### src/design/swmf_pkg.sv
// Package for the sliding window median filter: payload structs and field widths.
// No dependencies; imported by the top level and its checker.
package swmf_pkg;

    localparam int ANGLE_W = 16;
    localparam int RANGE_W = 16;
    localparam int WIDTH_W = 4;

    localparam logic [WIDTH_W-1:0] WINDOW_WIDTH_RESET = 4'd5;

    typedef struct packed {
        logic signed [ANGLE_W-1:0] point_angle;
        logic [RANGE_W-1:0]        point_range;
        logic                      scan_last;
    } point_in_t;

    typedef struct packed {
        logic signed [ANGLE_W-1:0] out_angle;
        logic [RANGE_W-1:0]        out_range;
        logic                      out_last;
    } point_out_t;

endpackage

### src/design/sliding_window_median_filter.sv
// Sliding window median filter over a stream of scan points.
// Depends on swmf_pkg for the payload structs and field widths.
//
// Usage: scan points enter on the point channel (point_valid/point_ready) and
// filtered points leave on the result channel (result_valid/result_ready).
// The window width is written through the cfg channel, which is always ready;
// write it only while the block is idle between requests.
// Each point is emitted once sup = width/2 later points have arrived. Its range
// becomes the lower median of the width ranges centered on it, or stays raw
// when that window runs past either end of the scan. On a request marked
// scan_last, every still delayed point is flushed in scan order.
// Sequence: the block takes one request at a time. It accepts the request, plans, and
// passes every emitted point through store read, latch and output. A median point also
// tries up to w candidates in turn on the single shared range comparator, loading each
// candidate and then streaming the window past it.
// Reset empties the scan, sets the width to 5 and drops any pending result; the
// window store needs no clearing, since only entries of the current scan are read.
// When the receiver stalls, the result waits in the output register and the
// sequencer stops at its next emission until that register is taken.
module sliding_window_median_filter
    import swmf_pkg::*;
#(
    parameter int MAX_WIDTH = 15
)(
    input  logic               clk,
    input  logic               rst_n,
    input  logic               point_valid,
    output logic               point_ready,
    input  point_in_t          point,
    output logic               result_valid,
    input  logic               result_ready,
    output point_out_t         result,
    input  logic               cfg_valid,
    output logic               cfg_ready,
    input  logic [WIDTH_W-1:0] cfg_data
);

    localparam int SLOT_W = (MAX_WIDTH > 1) ? $clog2(MAX_WIDTH) : 1;
    localparam int PS_W   = $clog2(MAX_WIDTH + 1);
    localparam int SUM_W  = $clog2(2 * MAX_WIDTH);

    // One store entry holds a point's angle and range.
    typedef struct packed {
        logic signed [ANGLE_W-1:0] angle;
        logic [RANGE_W-1:0]        range;
    } entry_t;

    typedef enum logic [2:0] {
        S_IDLE,
        S_PLAN,
        S_EMIT_RD,
        S_EMIT_LATCH,
        S_MED_CAND,
        S_MED_SCAN,
        S_EMIT_OUT
    } state_t;

    // Store slot of the point received "back" requests before the newest one.
    function automatic logic [SLOT_W-1:0] slot_back(input logic [SLOT_W-1:0] newest,
                                                    input logic [3:0] back);
        logic [SUM_W-1:0] n_ext;
        logic [SUM_W-1:0] b_ext;
        logic [SUM_W-1:0] base;
        n_ext = SUM_W'(newest);
        b_ext = SUM_W'(back);
        base  = (n_ext >= b_ext) ? n_ext : n_ext + SUM_W'(MAX_WIDTH);
        return SLOT_W'(base - b_ext);
    endfunction

    state_t                state_reg;
    logic [WIDTH_W-1:0]    window_width_reg;
    logic [SLOT_W-1:0]     write_slot_reg;
    logic [SLOT_W-1:0]     write_slot_next;
    logic [PS_W-1:0]       points_seen_reg;
    logic [PS_W-1:0]       points_seen_next;
    logic [SLOT_W-1:0]     newest_reg;
    logic [PS_W-1:0]       ps_item_reg;
    logic                  last_reg;
    logic [3:0]            w_reg;
    logic [2:0]            sup_reg;
    logic [2:0]            k_reg;
    logic                  med_ok_reg;
    logic [2:0]            d_reg;
    logic [3:0]            i_reg;
    logic [3:0]            j_reg;
    logic                  b_pend_reg;
    logic [3:0]            below_reg;
    logic [3:0]            upto_reg;
    logic signed [ANGLE_W-1:0] angle_hold_reg;
    logic [RANGE_W-1:0]    range_hold_reg;
    point_out_t            result_reg;
    logic                  result_valid_reg;

    entry_t                mem [MAX_WIDTH];
    entry_t                wr_entry;
    entry_t                a_q_reg;
    entry_t                b_q_reg;
    logic [SLOT_W-1:0]     a_addr;
    logic [SLOT_W-1:0]     b_addr;

    logic [3:0]            w_eff;
    logic                  cmp_lt;
    logic                  cmp_eq;
    logic                  accept;
    logic                  out_load;

    assign point_ready  = (state_reg == S_IDLE);
    assign cfg_ready    = 1'b1;
    assign result_valid = result_valid_reg;
    assign result       = result_reg;
    assign accept       = point_valid && point_ready;

    // The output register takes a new point when it is empty or being taken.
    assign out_load = (state_reg == S_EMIT_OUT) && (!result_valid_reg || result_ready);

    // A width above the store size acts as the store size.
    assign w_eff = (32'(window_width_reg) > MAX_WIDTH) ? 4'(MAX_WIDTH) : window_width_reg;

    assign write_slot_next  = (write_slot_reg == SLOT_W'(MAX_WIDTH - 1))
                            ? '0 : write_slot_reg + SLOT_W'(1);
    assign points_seen_next = (points_seen_reg == PS_W'(MAX_WIDTH))
                            ? points_seen_reg : points_seen_reg + PS_W'(1);

    // Port A reads the point being emitted, then the median candidate.
    // Port B walks the window for the rank count.
    assign a_addr = slot_back(newest_reg, (state_reg == S_EMIT_RD) ? {1'b0, d_reg} : i_reg);
    assign b_addr = slot_back(newest_reg, j_reg);

    assign wr_entry.angle = point.point_angle;
    assign wr_entry.range = point.point_range;

    // The shared compare unit: window entry against the current candidate.
    assign cmp_lt = (b_q_reg.range < a_q_reg.range);
    assign cmp_eq = (b_q_reg.range == a_q_reg.range);

    always_ff @(posedge clk)
    begin
        if (accept)
        begin
            mem[write_slot_reg] <= wr_entry;
        end
        a_q_reg <= mem[a_addr];
        b_q_reg <= mem[b_addr];
    end

    always_ff @(posedge clk or negedge rst_n)
    begin
        if (!rst_n)
        begin
            window_width_reg <= WINDOW_WIDTH_RESET;
        end
        else if (cfg_valid && cfg_ready)
        begin
            window_width_reg <= cfg_data;
        end
    end

    always_ff @(posedge clk or negedge rst_n)
    begin
        if (!rst_n)
        begin
            state_reg        <= S_IDLE;
            write_slot_reg   <= '0;
            points_seen_reg  <= '0;
            newest_reg       <= '0;
            ps_item_reg      <= '0;
            last_reg         <= 1'b0;
            w_reg            <= '0;
            sup_reg          <= '0;
            k_reg            <= '0;
            med_ok_reg       <= 1'b0;
            d_reg            <= '0;
            i_reg            <= '0;
            j_reg            <= '0;
            b_pend_reg       <= 1'b0;
            below_reg        <= '0;
            upto_reg         <= '0;
            angle_hold_reg   <= '0;
            range_hold_reg   <= '0;
            result_reg       <= '0;
            result_valid_reg <= 1'b0;
        end
        else
        begin
            if (out_load)
            begin
                result_valid_reg <= 1'b1;
            end
            else if (result_valid_reg && result_ready)
            begin
                result_valid_reg <= 1'b0;
            end

            unique case (state_reg)
                S_IDLE:
                begin
                    if (point_valid)
                    begin
                        // The scan restarts after its last point.
                        newest_reg      <= write_slot_reg;
                        write_slot_reg  <= point.scan_last ? '0 : write_slot_next;
                        points_seen_reg <= point.scan_last ? '0 : points_seen_next;
                        ps_item_reg     <= points_seen_next;
                        last_reg        <= point.scan_last;
                        w_reg           <= w_eff;
                        sup_reg         <= w_eff[3:1];
                        k_reg           <= 3'((w_eff - 4'd1) >> 1);
                        state_reg       <= S_PLAN;
                    end
                end

                S_PLAN:
                begin
                    med_ok_reg <= (w_reg != 4'd0) && (ps_item_reg >= PS_W'(w_reg));
                    if (last_reg)
                    begin
                        // Flush from the oldest delayed point down to the newest.
                        d_reg     <= (ps_item_reg > PS_W'(sup_reg)) ? sup_reg
                                                                    : 3'(ps_item_reg - PS_W'(1));
                        state_reg <= S_EMIT_RD;
                    end
                    else if (ps_item_reg > PS_W'(sup_reg))
                    begin
                        d_reg     <= sup_reg;
                        state_reg <= S_EMIT_RD;
                    end
                    else
                    begin
                        state_reg <= S_IDLE;
                    end
                end

                S_EMIT_RD:
                begin
                    state_reg <= S_EMIT_LATCH;
                end

                S_EMIT_LATCH:
                begin
                    angle_hold_reg <= a_q_reg.angle;
                    range_hold_reg <= a_q_reg.range;
                    i_reg          <= '0;
                    // Only the point at the full delay has a complete window.
                    state_reg      <= (med_ok_reg && (d_reg == sup_reg)) ? S_MED_CAND : S_EMIT_OUT;
                end

                S_MED_CAND:
                begin
                    j_reg      <= '0;
                    b_pend_reg <= 1'b0;
                    below_reg  <= '0;
                    upto_reg   <= '0;
                    state_reg  <= S_MED_SCAN;
                end

                S_MED_SCAN:
                begin
                    if (j_reg != w_reg)
                    begin
                        j_reg      <= j_reg + 4'd1;
                        b_pend_reg <= 1'b1;
                    end
                    else
                    begin
                        b_pend_reg <= 1'b0;
                    end

                    if (b_pend_reg)
                    begin
                        below_reg <= below_reg + {3'b000, cmp_lt};
                        upto_reg  <= upto_reg + {3'b000, cmp_lt | cmp_eq};
                    end

                    if ((j_reg == w_reg) && !b_pend_reg)
                    begin
                        // The candidate whose rank range covers k is the lower median.
                        if (((below_reg <= {1'b0, k_reg}) && ({1'b0, k_reg} < upto_reg))
                            || (i_reg == w_reg - 4'd1))
                        begin
                            range_hold_reg <= a_q_reg.range;
                            state_reg      <= S_EMIT_OUT;
                        end
                        else
                        begin
                            i_reg     <= i_reg + 4'd1;
                            state_reg <= S_MED_CAND;
                        end
                    end
                end

                S_EMIT_OUT:
                begin
                    if (out_load)
                    begin
                        result_reg.out_angle <= angle_hold_reg;
                        result_reg.out_range <= range_hold_reg;
                        result_reg.out_last  <= last_reg && (d_reg == 3'd0);
                        if (!last_reg || (d_reg == 3'd0))
                        begin
                            state_reg <= S_IDLE;
                        end
                        else
                        begin
                            d_reg     <= d_reg - 3'd1;
                            state_reg <= S_EMIT_RD;
                        end
                    end
                end

                default:
                begin
                    state_reg <= S_IDLE;
                end
            endcase
        end
    end

endmodule

### config.mk
export PLATFORM = sky130hd
export DESIGN_NAME = sliding_window_median_filter
export DESIGN_NICKNAME = d
export VERILOG_FILES = /design/src/design/swmf_pkg.sv /design/src/design/sliding_window_median_filter.sv
export SDC_FILE = /design/constraint.sdc
export NUM_CORES = 1
export LEC_CHECK = 0
export BUFFER_PORTS_ARGS = -buffer_cell sky130_fd_sc_hd__buf_4
export CAP_MARGIN = 20
export CORE_MARGIN = 10
export CORE_UTILIZATION = 60
export DETAILED_ROUTE_END_ITERATION = 16
export GPL_ROUTABILITY_DRIVEN = 0
export PLACE_DENSITY = 0.79
export SYNTH_ARGS = -nofsm -noshare
export SYNTH_HDL_FRONTEND = slang
export SYNTH_SLANG_ARGS = --single-unit
### constraint.sdc
create_clock -name clk -period 8.6 [get_ports clk]
set_input_delay 0.43 -clock clk [delete_from_list [all_inputs] [get_ports clk]]
set_output_delay 0.43 -clock clk [all_outputs]
set_load 0.01 [all_outputs]
# ---- Word-level counts from Yosys, hierarchy flattened
# Memories as Yosys holds them, arrays and structs flattened. A register that Yosys moved wholly into a read port is not among the register bits.
# Index checks and enable logic that the tools add are counted.
dict set report totals {
  regBits 121
  ram_bits 480
  in_bits 42
  out_inout_bits 36
  wordCells 136
  mem_count 1
}
# name depth word_bits read_ports rd_clocked_by_memory_dff wr line
set memory_table {}
lappend memory_table {mem 15 32 2 2 1 sliding_window_median_filter.sv:94} ;# entry_t mem [MAX_WIDTH];
dict set report classes {
  n_addsub 13
  order_cmp 7
  eq_ne 22
  mux 40
  n_bitwise 1
  n_reduce_logical 29
}
# operator n
set ops {}
lappend ops {{$mux W4} 12}
lappend ops {{$mux W16} 2}
lappend ops {{$pmux W16 S2} 1}
lappend ops {{$pmux W4 S2} 4}
lappend ops {{$mux W3} 8}
lappend ops {{$pmux W3 S7} 1}
lappend ops {{$add A4 B1 Y4 const B} 4}
lappend ops {{$eq A16 B16 Y1} 1}
lappend ops {{$lt A16 B16 Y1} 1}
lappend ops {{$ne A2 B2 Y1 const B} 8}
lappend ops {{$ge A4 B4 Y1} 3}
lappend ops {{$mux W2} 5}
lappend ops {{$eq A3 B3 Y1 const B} 3}
lappend ops {{$reduce_and A3 Y1} 3}
lappend ops {{$add A4 B1 Y4} 2}
lappend ops {{$eq A4 B4 Y1} 2}
lappend ops {{$eq A4 B4 Y1 const B} 2}
lappend ops {{$logic_and A1 B1 Y1} 8}
lappend ops {{$reduce_and A2 Y1} 4}
lappend ops {{$reduce_bool A2 Y1} 4}
lappend ops {{$sub A4 B1 Y4 const B} 2}
lappend ops {{$sub A4 B4 Y4} 2}
lappend ops {{$eq A3 B2 Y1 const B} 2}
lappend ops {{$logic_not A3 Y1} 2}
lappend ops {{17 further kinds} 26}

# ---- Logic depth before layout (Yosys ltp)
dict set report logic_depth {
  ltp_word 6
  ltp_mapped 17
  ltp_nobuf 15
}

# ---- Least setup slack after synthesis
# OpenSTA, ideal clock, no wires.
dict set report synth_timing {
  kind {register to register}
  startpoint {reg state_reg[0]}
  endpoint {reg, netlist name a_q_reg[23]}
  setup_ns 0.134
  arrival_time_ns 4.498
  required_ns 8.466
  setup_slack_ns 3.967
  path_stages_with_launch 17
  n_path_buf 4
  synth_period_minus_slack_ns 4.633
  path_cell_list {dfrtp_1 > or3b_1 > buf_2 > o21ai_0 > ha_1 > nand2b_1 > a31oi_1 > a21oi_1 > nor2_1 > xnor2_1 > ha_1 > fa_1 > clkbuf_1 > buf_1 > clkbuf_1 > mux4_2 > mux4_2}
}
dict set report synth_between {
  elab_chain_len 5
}
# item line
set synth_rtl {}
lappend synth_rtl {{from (decl)} sliding_window_median_filter.sv:70} ;# state_t state_reg;
lappend synth_rtl {{from (signal assigned)} sliding_window_median_filter.sv:244} ;# state_reg <= (med_ok_reg && (d_reg == sup_reg)) ? S_MED_CAND : S_EMIT_OUT;
lappend synth_rtl {{$eq A3 B2 Y1 (*)} sliding_window_median_filter.sv:126} ;# assign a_addr = slot_back(newest_reg, (state_reg == S_EMIT_RD) ? {1'b0, d_reg} : i_reg);
lappend synth_rtl {{$mux W4 (*)} sliding_window_median_filter.sv:126}
lappend synth_rtl {{$ge A4 B4 Y1} sliding_window_median_filter.sv:66} ;# base = (n_ext >= b_ext) ? n_ext : n_ext + SUM_W'(MAX_WIDTH);
lappend synth_rtl {{$mux W4} sliding_window_median_filter.sv:66}
lappend synth_rtl {{$sub A4 B4 Y4 (*)} sliding_window_median_filter.sv:67} ;# return SLOT_W'(base - b_ext);
# Mark *: on every way between the ends. The rest lies on a longest branch, timed or not.
# A chain may end at the register's enable or synchronous reset.

# ---- Final worst setup path
dict set report layout_timing {
  startpoint {reg state_reg[1]}
  endpoint {reg, netlist name a_q_reg[16]}
}
dict set report layout_between {
  elab_chain_len 5
}
# item line
set layout_rtl {}
lappend layout_rtl {{$eq A3 B2 Y1 (*)} sliding_window_median_filter.sv:126}
lappend layout_rtl {{$mux W4 (*)} sliding_window_median_filter.sv:126}
lappend layout_rtl {{$ge A4 B4 Y1} sliding_window_median_filter.sv:66}
lappend layout_rtl {{$mux W4} sliding_window_median_filter.sv:66}
lappend layout_rtl {{$sub A4 B4 Y4 (*)} sliding_window_median_filter.sv:67}
# Marks and branches as above.

==> key figures <==
Yosys
  – Distinct cell type count after synthesis: 65
  – Top cells by area, synth: edfxtp_1 (52%), mux4_2 (16%), dfrtp_1 (11%)
  – Main flop type after synthesis: edfxtp_1
  – EDFF count, synth: 480
  – Post-synthesis register bit count: 646
  – Asr flop ratio synth: 18.3%
  – Avg Cell Area, Syn: 17.2 sq um
  – Synth area leader: edfxtp_1
  – Most numerous cell in the Yosys netlist: edfxtp_1
  – Syn_nets: 1,699
  – Sequential area share after synthesis: 66.5%
  – Post-synth top area share: 52.3%
  – Synth top cells by count: edfxtp_1 (480), mux4_2 (192), nand2_1 (119)
  – Mapped cell area: 0.0276 sq mm
  – Synth Instances: 1,601
  – Yosys warns: 0

Timing
  – Clock Skew: 25.5 ps
  – Max-slew violations: 0
  – Measured slew at the worst slew-check pin: 1080 ps
  – Final hold vios: 0
  – Final worst-path cycle share: 71.5%
  – Hold Slack: 58.5 ps
  – Final setup TNS: 0 ps
  – Setup violators final: 0
  – Fmax: 163 MHz
  – RSZ-0062 raised after global routing: false
  – Min cycle time layout: 6150 ps
  – Final WS setup: 2450 ps
  – Max transition margin: 27.9%

Routing
  – Total Wirelength: 61.5 mm
  – DRT Pass-1 Iters: 5
  – DRC Markers: 0
  – Vias: 14,830
  – Detail Route Antenna Nets: 0
  – Avg WL per Cell: 26.2 microns
  – DR iter-0 viols: 1,739
  – Vias per std cell: 6.31

Clock network
  – Clock Tree Buf Depth: 3
  – Root Buffer: clkbuf_16
  – Worst skew pair latency: 610 ps
  – CTS tree: yes
  – Setup repair bufs after CTS: 0
  – CTS resizes: 0
  – CTS sink cnt: 646
  – Hold bufs inserted after CTS: 1
  – Clock Pin Slew Worst Setup and Hold Paths: 60 ps
  – H-tree depth: 3
  – CTS Buf Count: 66

Run status
  – Status: complete, no violations

Global route
  – First-pass GRT wire length: 94.5 mm
  – Total congestion overflow: 0
  – Initial antenna violation count: 4
  – Vias in the first global route: 15,620
  – Largest net degree at the start of global routing: 129
  – Total GRT Usage: 23.2%

Flow run
  – Max Cap Violations: 0

Worst setup path
  – Maximum fanout along the worst path: 58
  – Worst setup path class: flip-flop to flip-flop
  – CP endpoint kind: flip-flop
  – CP startpoint kind: flip-flop
  – WP data arrival: 6610 ps
  – Crit path required time: 9060 ps

Floorplan
  – Initial core utilization: 60.7%
  – Die area: 0.0549 sq mm
  – # IOs: 78
  – Die Wd: 234 microns
  – Die H: 234 microns
  – Row count: 78
  – CORE AREA: 0.0454 sq mm

Cells and area
  – Largest register FFs: 480
  – Final nets: 1,789
  – Share of layout cells above drive strength 1: 27.7%
  – Fill cell count: 2,812
  – Final instance area: 0.0312 sq mm
  – Area growth syn-to-layout: 13.1%

Placement
  – I/O Buffers: 76
  – Area after DPL: 0.0289 sq mm
  – Post-DP HPWL: 33.2 mm
  – Setup WS pre-CTS: 2510 ps

Hold path
  – Worst Hold Class: input port to flip-flop
final timing paths:
check                             start            endpoint  slack [ps]  cells past startpoint
max                        state_reg[1]         a_q_reg[16]        2450                     13
min                           cfg_valid            w_eff[0]          60                      2
max reg2reg                state_reg[1]         a_q_reg[16]        2450                     13
min reg2reg                 a_q_reg[28]  angle_hold_reg[12]         420                      2
max in group asynchronous         rst_n           result[9]        6940                      3
min in group asynchronous         rst_n   write_slot_reg[0]         360                      2
stage by stage:
stage                     util [%]  cells
after floorplan                  -   1601
after global placement        63.7   2218
after detailed placement      63.8   2219
after CTS                     68.5   2342
after global routing          68.7   2347
final                         68.7   2349
final cells by class:
class	count	area (sq um)	share of cell area (%)
Clock buffer	92	1890	6.07
Sequential cell	646	18300	58.8
Multi-Input combinational cell	826	8910	28.6
Tap cell	600	751	2.41
Clock inverter	30	240	0.771
Antenna cell	4	10.0	0.0321
Inverter	47	176	0.566
Timing Repair Buffer	104	867	2.78
metal layers:
layer	track usage, %	up-vias	share of wire (%)
met3	4.38	122	9.1
met5	0	-	0
met2	38.8	672	51
met1	29.8	7583	37
li1	-	6453	-
met4	9.07	0	2.8
critical path: stages (launching register included):
cell and delay (ps):
dfrtp_1 580, or3b_1 520, o21ai_0 510, ha_1 340, nand2b_1 210, a31oi_1 250
a21oi_1 90, nor2_1 160, xnor2_1 120, ha_4 210, fa_4 1440, buf_4 650
mux4_2 410, mux4_2 470
cells in the final DEF (no fill, tap or decap), types with 14 or more instances in the layout:
master / instances
inv_1: 47
nor2_2: 20
nand2_1: 119
xnor2_1: 22
mux2_1: 16
nor2_1: 61
a21oi_1: 68
edfxtp_1: 480
dfxtp_1: 48
dfrtp_1: 116
buf_4: 97
mux2_2: 35
clkbuf_1: 14
mux4_2: 192
ha_1: 52
mux2i_1: 53
clkbuf_16: 68
o21ai_0: 38
cells by family after synthesis:
group                    Yosys count  share of synthesized area [%]
adder cells (fa/ha/maj)           56                           2.60
AND/OR/NAND/NOR                  278                           4.54
buffers and inverters            129                           1.93
AO/OA/AOI/OAI                    158                           3.42
other                              1                         0.0136
flip-flops                       646                           66.5
XOR/XNOR                          36                           1.24
multiplexers                     297                           19.8
Power is left out: the tool's default activity adds up to more than one toggle a clock period on the data nets, which glitch-free logic cannot reach.
